File: config.mk
export PLATFORM = sky130hd
export DESIGN_NAME = mfph_ram
export DESIGN_NICKNAME = d
export VERILOG_FILES = /design/src/sv/mfph_ram.sv
export SDC_FILE = /design/constraint.sdc
export NUM_CORES = 1
export LEC_CHECK = 0
export BUFFER_PORTS_ARGS = -buffer_cell sky130_fd_sc_hd__clkbuf_2
export CELL_PAD_IN_SITES_DETAIL_PLACEMENT = 0
export CELL_PAD_IN_SITES_GLOBAL_PLACEMENT = 1
export CORE_MARGIN = 4
export CORE_UTILIZATION = 30
export CTS_BUF_LIST = sky130_fd_sc_hd__clkbuf_16
export DETAILED_ROUTE_END_ITERATION = 8
export GPL_TIMING_DRIVEN = 0
export MAX_ROUTING_LAYER = met4
export PLACE_DENSITY_LB_ADDON = 0.1
export SYNTH_ARGS = -nofsm -noshare
export SYNTH_HDL_FRONTEND = slang
export SYNTH_SLANG_ARGS = --single-unit
export TNS_END_PERCENT = 1
File: constraint.sdc
create_clock -name clk -period 3.9 [get_ports clk]
set_clock_uncertainty 0.2 [all_clocks]
set_input_delay 1.17 -clock clk [delete_from_list [all_inputs] [get_ports clk]]
set_output_delay 1.17 -clock clk [all_outputs]
set_load 0.01 [all_outputs]
File: src/sv/mfph_ram.sv
module mfph_ram #(
  parameter int WIDTH = 8,
  parameter int DEPTH = 16,
  localparam int AW   = (DEPTH > 1) ? $clog2(DEPTH) : 1
) (
  input  logic             clk,
  input  logic             we,
  input  logic [AW-1:0]    waddr,
  input  logic [WIDTH-1:0] wdata,
  input  logic             re,
  input  logic [AW-1:0]    raddr,
  output logic [WIDTH-1:0] rdata
);

  logic [WIDTH-1:0] mem [DEPTH];

  // One write port, one registered read port
  always_ff @(posedge clk) begin
    if (we) begin
      mem[waddr] <= wdata;
    end
    if (re) begin
      rdata <= mem[raddr];
    end
  end

endmodule

# Word-level counts from Yosys, hierarchy flattened
# Memories as Yosys holds them, arrays and structs flattened. A register that Yosys moved wholly into a read port is not among the register bits.
# Index checks and enable logic that the tools add are counted.
# word_totals
mem_count	1
regBits	0
mem_bits_rw	128
output_inout_bits	8
elab_cells	3
# classes
mux	2
# mem_list
memory	depth	width	rd	rd_ports_with_merged_regs	wr	line_no	source
mem	16	8	1	1	1	15	logic [WIDTH-1:0] mem [DEPTH];
# ops
op	n
$mux W1	2

# Depth between registers and ports, before layout
# Gate-level depths: netlist (run 1).
# depth
depth_word	2
mapped_depth	5
mapped_depth_nobuf	3

# Least setup slack after synthesis (run 1)
# Ideal clock, no wire load.
# synth_timing
path_kind	input to register
start	input port waddr[2]
end	memory mem[0][0], enable pin
t_required_ns	3.317
n_path_buf	0
stages	2
t_arrival_ns	2.280
slack_ns	1.037
path_cell_list	or3b_2 nor3_1
# synth_lines
item	line_no	source
start: declaration	8	input logic [AW-1:0] waddr,
end: declaration	15	
# Straight into the memory's write port.

# Worst setup path after layout (run 1)
# layout_timing
start	input port waddr[2]
end	memory mem[2][0], enable pin
# Straight into the memory's write port.

==> results.cfg, run 1 <==
[cells_and_area]
post-route-cell-area_um2 = 6120
antenna_cells = 0
synthToLayoutAreaGrowth_pct = 17.1
fin_nets = 292
layout-drive-gt1-share = 0.264

[worst_setup_path]
required_ps = 3730
end_kind = flop
worstPathArrival_ps = 2520
reg2reg_from = mem[4][0]
cp_max_fo = 8
worstSetupStartpointType = input pin
endpoint = mem[2][0]
rrSetupSlack_ps = 2050
r2r_end = rdata[0]
worstSetupStartpoint = waddr[2]
crit_type = in2reg
worstRegToRegCells = 3

[worst_hold_path]
min_path_cells = 3
hold_path_class = reg2reg

[clocking]
clock_path_buffers = 2
clockRootBuffer = clkbuf_16
cts.sinks = 136
hold_buffers = 0
worstSkewPairLatency_ps = 410
cts-buffers-inserted = 17
htree_num_levels = 4
post_cts_buffers = 0
clk_pin_slew_worst_paths_ps = 50
cts_resized = 0
cts_tree = built

[place]
place.gp.congestion = 0.654
port_buffers = 25
placed_area_um2 = 5640
dp_hpwl_um = 7150
preCtsSetupSlack_ps = 773

[synthesis]
yosys_warnings = 0
synthCells = 229
synth_top_area_frac = 0.781
synth_edf_count = 136
ys_async_sr_fraction = 0
ys_top_cells_by_area = edfxtp_1 (78%), mux4_2 (7.8%), mux4_1 (7.0%), a22oi_1 (2.3%), nor2_1 (0.93%)
syn_nets = 248
netlist_area_um2 = 5230
synth_cell_type_count = 18
synth_flop_cell = edfxtp_1
ys_seq_area_frac = 0.781
synth.largest_area_cell = edfxtp_1
synth_area_per_cell_um2 = 22.8
yosys_register_bits = 136

[detailed_routing]
detail-route-antenna-nets = 0
dr.pass1.iters = 4
drc = 0
drt_iter0_markers = 199
vias = 2352
drt_wl_total_um = 11200
wl_per_cell_um = 22.0
viasPerCell = 4.62

[timing]
fmax_ghz = 0.373
final.setup.worst_slack_ps = 1220
worst_pin_slew_ps = 1290
grt_setup_unrepaired = no
maxSlewHeadroom = 0.133
finalSetupViolations = 0
hold_viol = 0
setup-tns-final_ps = 0
min_period_over_period = 0.687
drv_slew = 0
fin_crit_ps = 2680

[pwr]
peakVddDrop_mv = 0.278
power_density_nw_per_um2 = 510
p_leak_uw = 0.00201

[die]
die_area_um2 = 19600
start_util = 0.304
die_x_um = 140
io_pins = 27
design.core.area_um2 = 17200
die_h_um = 140
rows = 48

[status]
status = completed

[global_route]
grt_max_degree = 17
antenna_found_initial = 0
grt_pass1_wl_um = 16200
first_global_vias = 2427
grt_use_total = 0.125
overflow = 0

[job]
maxCapViolCount = 0
## worst min path at each step
stage	from	endpoint	slack (ps)
3_3_place_gp	mem[11][3]	rdata[3]	550
5_1_grt	mem[10][7]	rdata[7]	600
2_1_floorplan	mem[7][0]	rdata[0]	500
6_report	mem[11][3]	rdata[3]	560
3_5_place_dp	mem[11][3]	rdata[3]	540
4_1_cts	mem[11][3]	rdata[3]	560
## cells in the final DEF (no fill, tap or decap), drive strengths merged, types with 3 or more instances in the layout
cell and n:
edfxtp 136, clkbuf 42, mux4 32, a22oi 16, nor2 13, nand2 9, clkinv 9, buf 7
inv 4, nor3 4, clkdlybuf4s25 3
## synth_stat cells (2+ instances only)
| cell type | n |
|---|---|
| buf_2 | 3 |
| nor3_1 | 4 |
| nand2_1 | 9 |
| a22oi_1 | 16 |
| buf_6 | 3 |
| edfxtp_1 | 136 |
| clkdlybuf4s25_2 | 3 |
| nand3b_1 | 2 |
| mux4_1 | 14 |
| mux4_2 | 18 |
| nand2b_1 | 2 |
| nor2_1 | 13 |
## cell families (layout without fill, tap and decap cells)
kind of cell    after synthesis  in the layout  share of synthesized area
buf+inv                      10             65                     0.0165
flops                       136            136                      0.781
compound gates               16             16                     0.0230
mux                          32             32                      0.148
simple gates                 35             35                     0.0314
## power breakdown
part	internal [uW]	total, uW	leakage (uW)	switching [uW]
sequential	1650	1660	0.00124	6.43
combinational	63.3	163	0.000525	99.6
clock	773	1300	0.000250	531
total	2480	3120	0.00201	637
## per-layer routing
metal	vias to the layer above	wire (um)	GRT usage
met5	-	0	-
met4	0	148	0.0428
met3	13	409	0.0420
met2	48	5330	0.177
met1	1226	5310	0.168
li1	1065	-	-
## cell type report
class,instances,area [um^2]
clock buffer,17,425
sequential,136,4080
fill,1633,11100
timing repair buffer,25,125
tap,225,282
multi-input combinational,83,1070
buffer,10,86.3
clock inverter,13,51.3
## sequential cells by signal (all words and copies together), names as in the netlist
| signal | cells |
|---|---|
| mem | 128 |
| rdata | 8 |
## stage by stage
stage | hold WS (ps) | total power, uW | util | std cells
2_1_floorplan | 505 | 1770 | - | 229
3_3_place_gp | 545 | 1850 | 0.328 | 479
3_5_place_dp | 543 | 1850 | 0.329 | 479
4_1_cts | 559 | 3150 | 0.356 | 509
5_1_grt | 597 | 3240 | 0.356 | 509
6_report | 557 | 3120 | 0.356 | 509
## critical path: stages
cell and delay, ps:
clkbuf_2 100, or3b_2 550, nor2_1 690
No activity file was read; power rests on OpenSTA's default activity.
==> run 2: changes to the inputs <==
- ABC_AREA: unset -> 1
- clock period: 3.9 -> 2.7 ns (I/O delays scaled with it)
==> results.cfg, run 2 <==
[status]
status = completed

[global_route]
first_global_vias = 3656
grt_max_degree = 17
grt_pass1_wl_um = 24500
grt_use_total = 0.163
antenna_found_initial = 0
overflow = 0

[clocking]
clk_pin_slew_worst_paths_ps = 60
cts_resized = 0
hold_buffers = 0
clockRootBuffer = clkbuf_16
clock_path_buffers = 2
htree_num_levels = 4
cts.sinks = 136
cts_tree = built
cts-buffers-inserted = 17
worstSkewPairLatency_ps = 420
post_cts_buffers = 0

[pwr]
peakVddDrop_mv = 0.427
p_leak_uw = 0.00294
power_density_nw_per_um2 = 738

[detailed_routing]
detail-route-antenna-nets = 0
viasPerCell = 4.42
drt_wl_total_um = 16700
dr.pass1.iters = 4
wl_per_cell_um = 19.3
drt_iter0_markers = 381
drc = 0
vias = 3826

[worst_setup_path]
crit_type = in2reg
worst_path_largest_cell_delay_ps = 830
required_ps = 2540
worstPathCellList = clkbuf_2 -> nand3b_1 -> nor2_1
crit_slowest_cell = nor2_1
reg2reg_from = mem[10][4]
end_kind = flop
cp_top_family = simple AND/OR/NAND/NOR gates
crit_buf_inv = 1
cp_max_fo = 8
worstRegToRegCells = 6
worstSetupStartpointType = input pin
worstPathArrival_ps = 2010
r2r_end = rdata[4]
rrSetupSlack_ps = 1310

[worst_hold_path]
min_to = rdata[1]
hold_path_class = reg2reg
worstHoldStart = mem[5][1]
min_path_cells = 6

[timing]
maxSlewHeadroom = 0.304
min_period_over_period = 0.804
finalSetupViolations = 0
grt_setup_unrepaired = no
fmax_ghz = 0.461
hold_viol = 0
holdWs_ps = 564
drv_slew = 0
fin_crit_ps = 2170
setup-tns-final_ps = 0
worst_pin_slew_ps = 1040

[synthesis]
syn_nets = 570
synth_commonest_cells = nand2_1 (173), edfxtp_1 (136), inv_1 (100), nand3_1 (97), nor2_1 (17)
synth_area_per_cell_um2 = 10.6
yosys_warnings = 0
ys_seq_area_frac = 0.698
synth_edf_count = 136
ys_async_sr_fraction = 0
yosys_register_bits = 136
synth_top_area_frac = 0.698
synth_flop_cell = edfxtp_1
ys_top_cells_by_area = edfxtp_1 (70%), nand2_1 (11%), nand3_1 (8.3%), inv_1 (6.4%), buf_6 (1.2%)
yosysMostFrequentCell = nand2_1
synthCells = 551
synth_cell_type_count = 11
netlist_area_um2 = 5850
synth.largest_area_cell = edfxtp_1

[die]
io_pins = 27
rows = 50
die_x_um = 148
start_util = 0.308
design.core.area_um2 = 19000
die_area_um2 = 21800
die_h_um = 148

[cells_and_area]
final_common_cell = nand2_1
fin_nets = 612
final_core_util = 0.363
top_regs = mem: 128 flops, rdata: 8 flops
antenna_cells = 0
regMostFlops = mem
largest_reg_flops = 128
final_cell_mix = nand2_1 (173), edfxtp_1 (136), inv_1 (103)
layout-drive-gt1-share = 0.122
synthToLayoutAreaGrowth_pct = 17.7
post-route-cell-area_um2 = 6880

[place]
placed_area_um2 = 6290
port_buffers = 23
place.gp.congestion = 0.762
dp_hpwl_um = 11000

[job]
maxCapViolCount = 0
==> run 2: area by class of cell <==
type / count / area (um^2)
Inverter: 102 / 383
Sequential cell: 136 / 4080
Buffer: 24 / 166
Fill cell: 1900 / 12100
Clock buffer: 17 / 425
Clock inverter: 15 / 168
Timing Repair Buffer: 23 / 115
Tap cell: 260 / 325
Multi-Input combinational cell: 289 / 1210
==> run 2: worst max-delay path by stage <==
stage,end,cells after the start,startpoint,slack [ps]
after floorplan,mem[10][0],2,waddr[2],740
after global placement,mem[7][5],3,waddr[3],110
after detailed placement,mem[9][4],3,waddr[2],90
after CTS,mem[9][7],3,waddr[2],540
after global routing,mem[7][3],3,waddr[3],440
final,mem[4][0],3,waddr[3],530
==> run 2: logic make-up after synthesis <==
group	after synthesis	synth area share
simple gates	289	0.208
buf+inv	126	0.0939
flops	136	0.698
==> run 2: stage by stage <==
step	total power [uW]	cells	setup WS [ps]
detailed placement	2770	834	89.2
finish	5080	866	530
global placement	2760	834	113
CTS	5120	866	538
global route	5260	866	439
floorplan	2610	551	739
==> run 2: report_power, final <==
group          total [uW]  switching, uW  internal (uW)
Clock                2370            852           1510
Combinational         324            236           88.3
Sequential           2390           10.4           2380
==> run 2: worst register-to-register path: cells and delay by family (launching register included) <==
kind	cells	cell delay, ps
AND/OR/NAND/NOR	5	530
flip-flops	1	350
buffers and inverters	1	50
==> run 2: metal layers <==
metal  vias up  GRT usage  wire [um]
met5         -          -          0
met4         0     0.0503        174
met3        11     0.0294        683
met2        91      0.242       7670
met1      1852      0.229       8200
li1       1872          -          -
